`config.mk`:
```
export PLATFORM = sky130hd
export DESIGN_NAME = sorted_priority_queue_flat
export DESIGN_NICKNAME = d
export VERILOG_FILES = /design/src/rtl/core/spq_pkg.sv /design/src/rtl/core/spq_if.sv /design/src/rtl/core/spq_ram.sv /design/src/rtl/core/spq_seq.sv /design/src/rtl/core/sorted_priority_queue.sv /design/src/flat_wrapper.sv
export SDC_FILE = /design/constraint.sdc
export NUM_CORES = 2
export LEC_CHECK = 0
export ABC_AREA = 1
export BUFFER_PORTS_ARGS = -buffer_cell sky130_fd_sc_hd__buf_2
export CAP_MARGIN = 25
export CORE_MARGIN = 8
export CORE_UTILIZATION = 40
export CTS_CLUSTER_DIAMETER = 120
export CTS_CLUSTER_SIZE = 8
export DETAILED_ROUTE_END_ITERATION = 6
export SLEW_MARGIN = 20
export SYNTH_ARGS = -nofsm -noshare
export SYNTH_HDL_FRONTEND = slang
export SYNTH_HIERARCHICAL = 1
export SYNTH_SLANG_ARGS = --single-unit
```
`constraint.sdc`:
```
create_clock -name clock -period 27.3 [get_ports clock]
set_input_delay 5.46 -clock clock [delete_from_list [all_inputs] [get_ports clock]]
set_output_delay 5.46 -clock clock [all_outputs]
set_load 0.01 [all_outputs]
```
`src/rtl/core/spq_pkg.sv`:
```
// ----------------------------------------------------------------------------
// spq_pkg
// Shared types and constants of the sorted priority queue: entry layout,
// ring index widths, operation and status codes, sequencer states.
// ----------------------------------------------------------------------------
package spq_pkg;

   localparam int CAPACITY    = 64;
   localparam int VALUE_W     = 32;
   localparam int COUNT_OUT_W = 7;
   localparam int STATUS_W    = 2;

   localparam int IDX_W = $clog2(CAPACITY);
   localparam int CNT_W = $clog2(CAPACITY + 1);

   // ring arithmetic constants
   localparam logic [IDX_W:0]   CAP_EXT  = (IDX_W + 1)'(CAPACITY);
   localparam logic [IDX_W-1:0] LAST_IDX = IDX_W'(CAPACITY - 1);
   localparam logic [CNT_W-1:0] CAP_CNT  = CNT_W'(CAPACITY);

   localparam logic MODE_INSERT = 1'b0;
   localparam logic MODE_REMOVE = 1'b1;

   typedef enum logic [STATUS_W-1:0] {
      STATUS_OK        = 2'd0,
      STATUS_UNDERFLOW = 2'd1,
      STATUS_FULL      = 2'd2
   } status_type;

   typedef struct packed {
      logic signed [VALUE_W-1:0] item;
      logic signed [VALUE_W-1:0] prio;
   } entry_type;

   localparam int ENTRY_W = $bits(entry_type);

   typedef struct packed {
      logic signed [VALUE_W-1:0] removed_item;
      logic signed [VALUE_W-1:0] removed_priority;
      logic signed [VALUE_W-1:0] head_item;
      status_type                status;
      logic [COUNT_OUT_W-1:0]    entry_count;
   } result_type;

   // memory access issued by the sequencer
   typedef struct packed {
      logic                 wr_en;
      logic                 rd_en;
      logic [IDX_W-1:0]     addr;
      entry_type            wr_data;
   } mem_req_type;

   typedef enum logic [2:0] {
      ST_IDLE,
      ST_INS_RD,
      ST_INS_CMP,
      ST_REM_RD,
      ST_REM_CAP,
      ST_HEAD_RD,
      ST_HEAD_CAP
   } state_type;

endpackage

```
`src/rtl/core/spq_if.sv`:
```
// ----------------------------------------------------------------------------
// spq channel interfaces
// Valid/ready channels for request beats and response beats.
// ----------------------------------------------------------------------------
interface spq_req_if;
   logic                                 valid;
   logic                                 ready;
   logic                                 mode;
   logic signed [spq_pkg::VALUE_W-1:0]   item_value;
   logic signed [spq_pkg::VALUE_W-1:0]   item_priority;

   modport source (output valid, mode, item_value, item_priority, input ready);
   modport sink   (input valid, mode, item_value, item_priority, output ready);
endinterface

interface spq_rsp_if;
   logic                                 valid;
   logic                                 ready;
   logic signed [spq_pkg::VALUE_W-1:0]   removed_item;
   logic signed [spq_pkg::VALUE_W-1:0]   removed_priority;
   logic signed [spq_pkg::VALUE_W-1:0]   head_item;
   logic [spq_pkg::STATUS_W-1:0]         status;
   logic [spq_pkg::COUNT_OUT_W-1:0]      entry_count;

   modport source (output valid, removed_item, removed_priority, head_item, status,
                   entry_count, input ready);
   modport sink   (input valid, removed_item, removed_priority, head_item, status,
                   entry_count, output ready);
endinterface

```
`src/rtl/core/spq_ram.sv`:
```
// ----------------------------------------------------------------------------
// spq_ram
// Generic single-port-write, single-port-read RAM with registered read data.
// ----------------------------------------------------------------------------
module spq_ram #(
   parameter int WIDTH = 32,
   parameter int DEPTH = 64
) (
   input  logic                     clock,
   input  logic                     wr_en,
   input  logic [$clog2(DEPTH)-1:0] wr_addr,
   input  logic [WIDTH-1:0]         wr_data,
   input  logic                     rd_en,
   input  logic [$clog2(DEPTH)-1:0] rd_addr,
   output logic [WIDTH-1:0]         rd_data
);

   logic [WIDTH-1:0] mem_ff [DEPTH];
   logic [WIDTH-1:0] rd_data_ff;

   always_ff @(posedge clock) begin
      if (wr_en) begin
         mem_ff[wr_addr] <= wr_data;
      end
      if (rd_en) begin
         rd_data_ff <= mem_ff[rd_addr];
      end
   end

   assign rd_data = rd_data_ff;

endmodule

```
`src/rtl/core/spq_seq.sv`:
```
// ----------------------------------------------------------------------------
// spq_seq
// Sequencer with one shared priority comparator and one ring address adder;
// walks the sorted ring held in memory one entry at a time.
// ----------------------------------------------------------------------------
module spq_seq (
   input  logic                               clock,
   input  logic                               reset,
   input  logic                               start,
   input  logic                               start_mode,
   input  spq_pkg::entry_type                 start_entry,
   output logic                               idle,
   output logic                               done,
   output spq_pkg::result_type                result,
   output spq_pkg::mem_req_type               mem_req,
   input  spq_pkg::entry_type                 mem_rd_data
);

   spq_pkg::state_type                     state_ff, state_in;
   logic [spq_pkg::IDX_W-1:0]              head_ff, head_in;
   logic [spq_pkg::CNT_W-1:0]              count_ff, count_in;
   logic [spq_pkg::IDX_W-1:0]              pos_ff, pos_in;
   spq_pkg::entry_type                     new_ff, new_in;
   spq_pkg::entry_type                     rem_ff, rem_in;
   spq_pkg::status_type                    status_ff, status_in;

   logic [spq_pkg::IDX_W-1:0]              lidx;
   logic [spq_pkg::IDX_W:0]                ring_sum;
   logic [spq_pkg::IDX_W-1:0]              phys;
   logic                                   stored_lower;
   logic [spq_pkg::CNT_W+spq_pkg::COUNT_OUT_W-1:0] count_ext;

   // shared ring adder: logical slot to physical address
   assign ring_sum = {1'b0, head_ff} + {1'b0, lidx};
   always_comb begin
      if (ring_sum >= spq_pkg::CAP_EXT) begin
         phys = spq_pkg::IDX_W'(ring_sum - spq_pkg::CAP_EXT);
      end else begin
         phys = ring_sum[spq_pkg::IDX_W-1:0];
      end
   end

   // shared comparator: stored priority strictly below the new one
   assign stored_lower = (mem_rd_data.prio < new_ff.prio);

   assign count_ext = {{spq_pkg::COUNT_OUT_W{1'b0}}, count_ff};

   always_ff @(posedge clock) begin
      if (reset) begin
         state_ff <= spq_pkg::ST_IDLE;
         head_ff  <= '0;
         count_ff <= '0;
      end else begin
         state_ff <= state_in;
         head_ff  <= head_in;
         count_ff <= count_in;
      end
   end

   always_ff @(posedge clock) begin
      pos_ff    <= pos_in;
      new_ff    <= new_in;
      rem_ff    <= rem_in;
      status_ff <= status_in;
   end

   always_comb begin
      state_in  = state_ff;
      head_in   = head_ff;
      count_in  = count_ff;
      pos_in    = pos_ff;
      new_in    = new_ff;
      rem_in    = rem_ff;
      status_in = status_ff;
      lidx      = '0;
      mem_req   = '{wr_en: 1'b0, rd_en: 1'b0, addr: '0, wr_data: new_ff};
      idle      = 1'b0;
      done      = 1'b0;

      unique case (state_ff)
         spq_pkg::ST_IDLE: begin
            idle = 1'b1;
            if (start) begin
               new_in    = start_entry;
               rem_in    = '0;
               status_in = spq_pkg::STATUS_OK;
               pos_in    = count_ff[spq_pkg::IDX_W-1:0];
               if (start_mode == spq_pkg::MODE_INSERT) begin
                  if (count_ff == spq_pkg::CAP_CNT) begin
                     status_in = spq_pkg::STATUS_FULL;
                     state_in  = spq_pkg::ST_HEAD_RD;
                  end else begin
                     state_in  = spq_pkg::ST_INS_RD;
                  end
               end else begin
                  if (count_ff == '0) begin
                     status_in = spq_pkg::STATUS_UNDERFLOW;
                     state_in  = spq_pkg::ST_HEAD_RD;
                  end else begin
                     state_in  = spq_pkg::ST_REM_RD;
                  end
               end
            end
         end
         spq_pkg::ST_INS_RD: begin
            if (pos_ff == '0) begin
               // reached the head: new entry lands in slot 0
               lidx           = '0;
               mem_req.wr_en  = 1'b1;
               mem_req.addr   = phys;
               count_in       = count_ff + 1'b1;
               state_in       = spq_pkg::ST_HEAD_RD;
            end else begin
               lidx          = pos_ff - 1'b1;
               mem_req.rd_en = 1'b1;
               mem_req.addr  = phys;
               state_in      = spq_pkg::ST_INS_CMP;
            end
         end
         spq_pkg::ST_INS_CMP: begin
            lidx          = pos_ff;
            mem_req.wr_en = 1'b1;
            mem_req.addr  = phys;
            if (stored_lower) begin
               // move the lower entry one slot toward the tail
               mem_req.wr_data = mem_rd_data;
               pos_in          = pos_ff - 1'b1;
               state_in        = spq_pkg::ST_INS_RD;
            end else begin
               count_in = count_ff + 1'b1;
               state_in = spq_pkg::ST_HEAD_RD;
            end
         end
         spq_pkg::ST_REM_RD: begin
            lidx          = '0;
            mem_req.rd_en = 1'b1;
            mem_req.addr  = phys;
            state_in      = spq_pkg::ST_REM_CAP;
         end
         spq_pkg::ST_REM_CAP: begin
            rem_in   = mem_rd_data;
            head_in  = (head_ff == spq_pkg::LAST_IDX) ? '0 : head_ff + 1'b1;
            count_in = count_ff - 1'b1;
            state_in = spq_pkg::ST_HEAD_RD;
         end
         spq_pkg::ST_HEAD_RD: begin
            lidx          = '0;
            mem_req.rd_en = 1'b1;
            mem_req.addr  = phys;
            state_in      = spq_pkg::ST_HEAD_CAP;
         end
         spq_pkg::ST_HEAD_CAP: begin
            done     = 1'b1;
            state_in = spq_pkg::ST_IDLE;
         end
         default: begin
            state_in = spq_pkg::ST_IDLE;
         end
      endcase
   end

   always_comb begin
      result.removed_item     = rem_ff.item;
      result.removed_priority = rem_ff.prio;
      result.head_item        = (count_ff != '0) ? mem_rd_data.item : '1;
      result.status           = status_ff;
      result.entry_count      = count_ext[spq_pkg::COUNT_OUT_W-1:0];
   end

endmodule

```
`src/rtl/core/sorted_priority_queue.sv`:
```
// ----------------------------------------------------------------------------
// sorted_priority_queue
// Priority queue of up to spq_pkg::CAPACITY (item, priority) entries kept
// sorted by descending priority in a ring buffer memory.
// ----------------------------------------------------------------------------
// One request beat is taken at a time and gives exactly one response beat.
// Entries live in one RAM as a ring; the head pointer moves on a remove, so a
// remove moves no entries. An insert walks from the tail toward the head
// through the shared priority comparator, in two steps per entry that must
// move back (read, then compare and write); the one address shared by the
// RAM read and write ports sets that split. A dropped insert on a full queue
// or a remove on an empty queue goes straight to the head read.
// Equal priorities keep arrival order. The next request beat is taken once
// the sequencer is idle and the response register is free or being drained.
// No clearing pass is needed after reset.
// ----------------------------------------------------------------------------
module sorted_priority_queue (
   input  logic      clock,
   input  logic      reset,
   spq_req_if.sink   req_bus,
   spq_rsp_if.source rsp_bus
);

   // sequencer handshake
   logic                   seq_idle;
   logic                   seq_done;
   logic                   req_fire;
   spq_pkg::entry_type     req_entry;
   spq_pkg::result_type    seq_result;

   // memory access
   spq_pkg::mem_req_type   mem_req;
   spq_pkg::entry_type     mem_rd_data;
   logic [spq_pkg::ENTRY_W-1:0] mem_rd_raw;

   // response register
   logic                   rsp_valid_ff, rsp_valid_in;
   spq_pkg::result_type    rsp_data_ff, rsp_data_in;

   // take a beat only out of reset, when idle and the response slot frees up
   assign req_bus.ready = !reset && seq_idle && (!rsp_valid_ff || rsp_bus.ready);
   assign req_fire      = req_bus.valid && req_bus.ready;

   assign req_entry.item = req_bus.item_value;
   assign req_entry.prio = req_bus.item_priority;

   spq_seq u_seq (
      .clock       (clock),
      .reset       (reset),
      .start       (req_fire),
      .start_mode  (req_bus.mode),
      .start_entry (req_entry),
      .idle        (seq_idle),
      .done        (seq_done),
      .result      (seq_result),
      .mem_req     (mem_req),
      .mem_rd_data (mem_rd_data)
   );

   // sorted ring storage, one entry per word
   spq_ram #(
      .WIDTH (spq_pkg::ENTRY_W),
      .DEPTH (spq_pkg::CAPACITY)
   ) u_ram (
      .clock   (clock),
      .wr_en   (mem_req.wr_en),
      .wr_addr (mem_req.addr),
      .wr_data (mem_req.wr_data),
      .rd_en   (mem_req.rd_en),
      .rd_addr (mem_req.addr),
      .rd_data (mem_rd_raw)
   );

   assign mem_rd_data = spq_pkg::entry_type'(mem_rd_raw);

   // response beat register
   always_comb begin
      rsp_valid_in = rsp_valid_ff;
      rsp_data_in  = rsp_data_ff;
      if (rsp_valid_ff && rsp_bus.ready) begin
         rsp_valid_in = 1'b0;
      end
      if (seq_done) begin
         rsp_valid_in = 1'b1;
         rsp_data_in  = seq_result;
      end
   end

   always_ff @(posedge clock) begin
      if (reset) begin
         rsp_valid_ff <= 1'b0;
      end else begin
         rsp_valid_ff <= rsp_valid_in;
      end
   end

   always_ff @(posedge clock) begin
      rsp_data_ff <= rsp_data_in;
   end

   assign rsp_bus.valid            = rsp_valid_ff;
   assign rsp_bus.removed_item     = rsp_data_ff.removed_item;
   assign rsp_bus.removed_priority = rsp_data_ff.removed_priority;
   assign rsp_bus.head_item        = rsp_data_ff.head_item;
   assign rsp_bus.status           = rsp_data_ff.status;
   assign rsp_bus.entry_count      = rsp_data_ff.entry_count;

`ifndef NO_ASSERTIONS
   // an accepted beat keeps the block busy on the next cycle
   a_busy_after_accept: assert property (@(posedge clock) disable iff (reset)
      req_fire |=> !req_bus.ready)
      else $error("request taken while previous beat still in work");

   // failed operations never report a removed entry
   a_no_removed_on_error: assert property (@(posedge clock) disable iff (reset)
      (rsp_bus.valid && (rsp_bus.status != spq_pkg::STATUS_OK)) |->
         (rsp_bus.removed_item == '0 && rsp_bus.removed_priority == '0))
      else $error("removed entry reported on failed operation");

   // an underflow leaves the queue empty
   a_underflow_empty: assert property (@(posedge clock) disable iff (reset)
      (rsp_bus.valid && (rsp_bus.status == spq_pkg::STATUS_UNDERFLOW)) |->
         (rsp_bus.entry_count == '0 && rsp_bus.head_item == '1))
      else $error("underflow response with nonempty queue");

   // a finished operation never lands on an unread response
   a_no_overwrite: assert property (@(posedge clock) disable iff (reset)
      seq_done |-> (!rsp_valid_ff || rsp_bus.ready))
      else $error("response register overwritten");
`endif

endmodule

```
`src/flat_wrapper.sv`:
```
// flat-port wrapper written by rule: the top's interface ports become plain ports
module sorted_priority_queue_flat 
  (clock, reset, req_bus_valid, req_bus_mode, req_bus_item_value, req_bus_item_priority, req_bus_ready, rsp_bus_valid, rsp_bus_removed_item, rsp_bus_removed_priority, rsp_bus_head_item, rsp_bus_status, rsp_bus_entry_count, rsp_bus_ready);
  spq_req_if req_bus_i ();
  spq_rsp_if rsp_bus_i ();
  input  logic clock;
  input  logic reset;
  input wire logic [$bits(req_bus_i.valid)-1:0] req_bus_valid;
  input wire logic [$bits(req_bus_i.mode)-1:0] req_bus_mode;
  input wire logic [$bits(req_bus_i.item_value)-1:0] req_bus_item_value;
  input wire logic [$bits(req_bus_i.item_priority)-1:0] req_bus_item_priority;
  output wire logic [$bits(req_bus_i.ready)-1:0] req_bus_ready;
  output wire logic [$bits(rsp_bus_i.valid)-1:0] rsp_bus_valid;
  output wire logic [$bits(rsp_bus_i.removed_item)-1:0] rsp_bus_removed_item;
  output wire logic [$bits(rsp_bus_i.removed_priority)-1:0] rsp_bus_removed_priority;
  output wire logic [$bits(rsp_bus_i.head_item)-1:0] rsp_bus_head_item;
  output wire logic [$bits(rsp_bus_i.status)-1:0] rsp_bus_status;
  output wire logic [$bits(rsp_bus_i.entry_count)-1:0] rsp_bus_entry_count;
  input wire logic [$bits(rsp_bus_i.ready)-1:0] rsp_bus_ready;
  assign req_bus_i.valid = req_bus_valid;
  assign req_bus_i.mode = req_bus_mode;
  assign req_bus_i.item_value = req_bus_item_value;
  assign req_bus_i.item_priority = req_bus_item_priority;
  assign req_bus_ready = req_bus_i.ready;
  assign rsp_bus_valid = rsp_bus_i.valid;
  assign rsp_bus_removed_item = rsp_bus_i.removed_item;
  assign rsp_bus_removed_priority = rsp_bus_i.removed_priority;
  assign rsp_bus_head_item = rsp_bus_i.head_item;
  assign rsp_bus_status = rsp_bus_i.status;
  assign rsp_bus_entry_count = rsp_bus_i.entry_count;
  assign rsp_bus_i.ready = rsp_bus_ready;
  sorted_priority_queue u_core (.clock(clock), .reset(reset), .req_bus(req_bus_i), .rsp_bus(rsp_bus_i));
endmodule
```
==> impl_results.html <==
<table>
<tr><th>Metric</th><th>Value</th></tr>
<tr><th colspan="2">Run status</th></tr>
<tr><td>Outcome</td><td>complete, no violations</td></tr>
<tr><th colspan="2">Synthesis</th></tr>
<tr><td>Number of flip-flops and latches in the synthesized netlist</td><td>4418</td></tr>
<tr><td>Share of synthesized area spent on multiplexers</td><td>0%</td></tr>
<tr><td>Netlist area before placement</td><td>0.177 mm^2</td></tr>
<tr><td>Dominant combinational cell family by area after synthesis</td><td>simple AND/OR/NAND/NOR gates</td></tr>
<tr><td>Simple-gate area share of the yosys netlist</td><td>21.1%</td></tr>
<tr><td>Sequential cell area fraction in the yosys report</td><td>74.9%</td></tr>
<tr><td>Synthesized area per cell</td><td>12.3 um^2</td></tr>
<tr><td>Synth warnings</td><td>6</td></tr>
<tr><td>Xor and xnor area share after synthesis</td><td>0.0742%</td></tr>
<tr><td>Distinct cell type count after synthesis</td><td>38</td></tr>
<tr><td>Compound-cell area share of the yosys netlist</td><td>0.397%</td></tr>
<tr><td>Number of instances in the synthesized netlist</td><td>14300</td></tr>
<tr><td>Syn_nets</td><td>14400</td></tr>
<tr><td>Synthesized-area fraction occupied by adder cells</td><td>0.334%</td></tr>
<tr><th colspan="2">Worst setup path</th></tr>
<tr><td>Crit Path Category</td><td>input port to primary output</td></tr>
<tr><td>CP Launch Type</td><td>input port</td></tr>
<tr><td>Buffering stage count on the worst path with inverters included</td><td>3</td></tr>
<tr><td>Critical Path Fanout Max</td><td>5</td></tr>
<tr><td>Worst-case register-to-register setup slack</td><td>19.82 ns</td></tr>
<tr><td>Required time at the worst-slack endpoint</td><td>21.84 ns</td></tr>
<tr><td>Top cell family by delay on the critical path</td><td>buffers and inverters</td></tr>
<tr><td>Reg2Reg Capture Point</td><td>u_core/u_ram/rd_data[35]$_DFFE_PP_</td></tr>
<tr><td>Type of destination of the critical path</td><td>primary output</td></tr>
<tr><td>Startpoint of the worst-slack reg-to-reg timing path</td><td>u_core/u_seq/state_ff[1]$_SDFFE_PP0P_</td></tr>
<tr><td>Number of cells on the worst reg-to-reg path</td><td>24</td></tr>
<tr><td>Crit path largest cell delay</td><td>0.14 ns</td></tr>
<tr><td>Most frequent CP cell</td><td>sky130_fd_sc_hd__buf_2</td></tr>
<tr><td>Arrival time worst endpoint</td><td>5.98 ns</td></tr>
<tr><td>CP Launch Point</td><td>reset</td></tr>
<tr><td>CP max stage cell</td><td>sky130_fd_sc_hd__buf_2</td></tr>
<tr><td>Series of cell instances along the critical path</td><td>buf_2 -&gt; nor2_2 -&gt; nand2_1 -&gt; inv_1 -&gt; buf_2</td></tr>
<tr><th colspan="2">Placed design</th></tr>
<tr><td>Final RePlAce weighted congestion</td><td>0.783</td></tr>
<tr><td>Total of buffers placed on input and output ports</td><td>175</td></tr>
<tr><td>Post-DP HPWL</td><td>264000 um</td></tr>
<tr><td>Total instance count after detailed placement</td><td>19800</td></tr>
<tr><td>Post-detailed-placement cell area</td><td>0.184 mm^2</td></tr>
<tr><td>Worst slack, placed</td><td>15.84 ns</td></tr>
<tr><th colspan="2">Floorplanning</th></tr>
<tr><td>Floorplan die height</td><td>681 um</td></tr>
<tr><td>Number of placement rows</td><td>244</td></tr>
<tr><td>Initial core utilization</td><td>40.1%</td></tr>
<tr><td>Width of the die</td><td>681 um</td></tr>
<tr><td>Core Footprint</td><td>0.441 mm^2</td></tr>
<tr><td>Top-Level Pins</td><td>176</td></tr>
<tr><td>Total die area</td><td>0.464 mm^2</td></tr>
<tr><th colspan="2">Timing</th></tr>
<tr><td>Post-layout min period</td><td>11.44 ns</td></tr>
<tr><td>Fin Clk Skew</td><td>0.0756 ns</td></tr>
<tr><td>Final period util</td><td>41.9%</td></tr>
<tr><td>Top achievable clock speed</td><td>87.4 MHz</td></tr>
<tr><td>Final critical-path setup slack</td><td>15.86 ns</td></tr>
<tr><td>Unrepaired setup endpoints after global routing</td><td>no</td></tr>
<tr><td>Relative slew slack</td><td>16.7%</td></tr>
<tr><td>TNS Setup</td><td>0 ns</td></tr>
<tr><td>Setup-failing EPs final</td><td>0</td></tr>
<tr><td>Final Hold Fails</td><td>0</td></tr>
<tr><td>Final max-slew violation count</td><td>0</td></tr>
<tr><td>Tightest Pin Transition</td><td>1.25 ns</td></tr>
<tr><th colspan="2">Pwr</th></tr>
<tr><td>Leakage dissipation</td><td>70.2 nW</td></tr>
<tr><td>Logic pwr share</td><td>21.7%</td></tr>
<tr><td>Reg power frac</td><td>43.3%</td></tr>
<tr><td>Clk network pwr share</td><td>35.0%</td></tr>
<tr><td>Peak supply drop</td><td>72.4 uV</td></tr>
<tr><td>Switching power summed over all nets</td><td>6.12 mW</td></tr>
<tr><td>Total power density per cell area</td><td>96.9 mW/mm^2</td></tr>
<tr><td>P_int</td><td>13.4 mW</td></tr>
<tr><td>Switch share</td><td>31.4%</td></tr>
<tr><th colspan="2">Layout</th></tr>
<tr><td>Post-synthesis to final-layout area growth</td><td>13.8%</td></tr>
<tr><td>Count of placed standard cells in the final layout, fillers left out</td><td>20500</td></tr>
<tr><td>Post-layout util</td><td>45.6%</td></tr>
<tr><td>Share of cells above drive strength 1</td><td>9.31%</td></tr>
<tr><td>Layout Nets</td><td>14700</td></tr>
<tr><td>Commonest non-fill, non-tap cell in the layout</td><td>sky130_fd_sc_hd__nand2_1</td></tr>
<tr><td>Final Instance Area</td><td>0.201 mm^2</td></tr>
<tr><td>Top library cells by usage in the layout, fill and taps aside</td><td>sky130_fd_sc_hd__nand2_1, sky130_fd_sc_hd__edfxtp_1, sky130_fd_sc_hd__nand3_1, sky130_fd_sc_hd__clkbuf_16, sky130_fd_sc_hd__buf_4</td></tr>
<tr><th colspan="2">CTS</th></tr>
<tr><td>Number of clock sinks seen by CTS</td><td>4418</td></tr>
<tr><td>Clock network latency to the later pin of the worst-skew pair</td><td>1.05 ns</td></tr>
<tr><td>Count of hold buffers inserted by post-cts repair</td><td>0</td></tr>
<tr><td>Number of gates resized after cts</td><td>0</td></tr>
<tr><td>CTS tree</td><td>done</td></tr>
<tr><td>Clock buffer depth</td><td>4</td></tr>
<tr><td>Root buffer selected by CTS</td><td>sky130_fd_sc_hd__clkbuf_16</td></tr>
<tr><td>H-tree depth reported by CTS</td><td>6</td></tr>
<tr><td>Clock transition at the registers of the reported paths</td><td>0.05 ns</td></tr>
<tr><td>Number of CTS-inserted buffers</td><td>623</td></tr>
<tr><td>Setup Buffers After CTS</td><td>0</td></tr>
<tr><th colspan="2">Global route</th></tr>
<tr><td>Pin count of the biggest net entering global routing</td><td>240</td></tr>
<tr><td>Number of global-route vias before repair</td><td>110000</td></tr>
<tr><td>Global-route congestion overflow total</td><td>0</td></tr>
<tr><td>Antenna violations before repair</td><td>20</td></tr>
<tr><td>Global-route total usage across every layer</td><td>22.8%</td></tr>
<tr><td>Wire length of the first global-routing pass</td><td>779000 um</td></tr>
<tr><th colspan="2">Drt</th></tr>
<tr><td>Number of vias per cell</td><td>5.64</td></tr>
<tr><td>Pre-Repair DR Iteration Count</td><td>6</td></tr>
<tr><td>Total Routed Length</td><td>546000 um</td></tr>
<tr><td>WL per Instance</td><td>26.6 um</td></tr>
<tr><td>Number of antenna-violating nets in the routed design</td><td>0</td></tr>
<tr><td>Remaining design rule violation count</td><td>0</td></tr>
<tr><td>Starting DRT DRC Count</td><td>15700</td></tr>
<tr><td>Overall via count from detail_route</td><td>116000</td></tr>
<tr><th colspan="2">Worst hold path</th></tr>
<tr><td>Tightest Hold Check Type</td><td>flip-flop to flip-flop</td></tr>
<tr><td>Hold Path Stages</td><td>0</td></tr>
<tr><td>Hold Path Sink</td><td>u_core/rsp_bus.removed_item[11]$_DFFE_PP_</td></tr>
<tr><td>Critical hold path startpoint</td><td>u_core/u_seq/result[84]$_SDFFCE_PN0P_</td></tr>
<tr><th colspan="2">Run</th></tr>
<tr><td>Max_cap viols</td><td>0</td></tr>
</table>
[worst max-delay path by stage]
| stage | cells after the start | endpoint | slack (ns) |
|---|---|---|---|
| after CTS | 5 | req_bus_ready | 15.84 |
| after detailed placement | 5 | req_bus_ready | 15.84 |
| final | 5 | req_bus_ready | 15.86 |
| after global routing | 5 | req_bus_ready | 15.80 |
| after floorplan | 4 | req_bus_ready | 16.14 |
| after global placement | 5 | req_bus_ready | 15.81 |
[state kept, by name, indices dropped and copies added, names as in the netlist]
signal / flops
u_core/u_ram/mem_ff: 4096
u_core/u_ram/rd_data: 64
u_core/u_seq/new_ff: 64
u_core/u_seq/result: 64
u_core/rsp_bus.head_item: 32
u_core/rsp_bus.removed_item: 32
u_core/rsp_bus.removed_priority: 32
u_core/rsp_bus.entry_count: 7
u_core/u_seq/count_ff: 7
u_core/u_seq/head_ff: 6
u_core/u_seq/pos_ff: 6
u_core/u_seq/state_ff: 3
u_core/rsp_bus.status: 2
u_core/u_seq/status_ff: 2
u_core/rsp_bus.valid: 1
[layout make-up]
class / count / area [um^2]
fillers: 38700 / 240000
clock inverters: 56 / 1010
inverters: 162 / 673
flip-flops and latches: 4418 / 132000
clock buffers: 647 / 15800
well taps: 5904 / 7390
diodes: 3 / 7.51
repair buffers: 515 / 3890
multi-input cells: 8826 / 40000
[routing by layer]
metal	track usage [%]	share of wire (%)	routed length, um	vias up
li1	-	-	-	51200
met1	31.0	40	217000	57300
met2	36.4	46	253000	6170
met3	3.94	9.8	53500	1177
met4	9.05	4.3	23400	6
met5	0	0.0079	43	-
[per-stage QoR]
step                hold WS (ns)  power (mW)
floorplan                  0.400        11.3
global placement           0.401        12.7
detailed placement         0.405        12.7
CTS                        0.402        19.5
global route               0.418        20.2
finish                     0.401        19.5
[synth_stat cells, drive strengths merged]
cell / n / area, um^2
xnor2: 5 / 43.8
nand2: 4576 / 17200
a211oi: 2 / 15.0
fa: 2 / 40.0
o21a: 1 / 7.51
dfxtp: 17 / 340
xor2: 10 / 87.6
a21oi: 28 / 140
o211ai: 2 / 15.0
clkbuf: 158 / 593
nand3: 3867 / 19400
o21bai: 2 / 15.0
ha: 44 / 551
buf: 765 / 4410
o21ai: 81 / 458
a31oi: 3 / 18.8
o22ai: 4 / 25.0
nor4: 8 / 50.1
inv: 162 / 613
edfxtp: 4401 / 132000
nor2: 171 / 664
nor3: 6 / 30.0
nand4: 12 / 75.1
nand3b: 1 / 7.51
o31ai: 1 / 7.51
[kinds of logic (layout without fill, tap and decap cells)]
| kind of cell | after synthesis | in the layout |
|---|---|---|
| other | 0 | 3 |
| adders and majority gates | 46 | 46 |
| DFF | 4418 | 4418 |
| AOI/OAI and AO/OA | 124 | 124 |
| xor gates and xnor gates | 15 | 15 |
| and+or+nand+nor | 8641 | 8641 |
| buffers and inverters | 1085 | 1380 |
[power groups by stage]
| stage | combinational [mW] | clock [mW] | sequential, mW |
|---|---|---|---|
| global route | 4.58 | 7.17 | 8.45 |
| finish | 4.23 | 6.84 | 8.44 |
| CTS | 4.17 | 6.91 | 8.44 |
| floorplan | 2.64 | 0 | 8.62 |
| detailed placement | 4.15 | 0 | 8.57 |
| global placement | 4.12 | 0 | 8.56 |
Power figures use the tool's default switching activity.
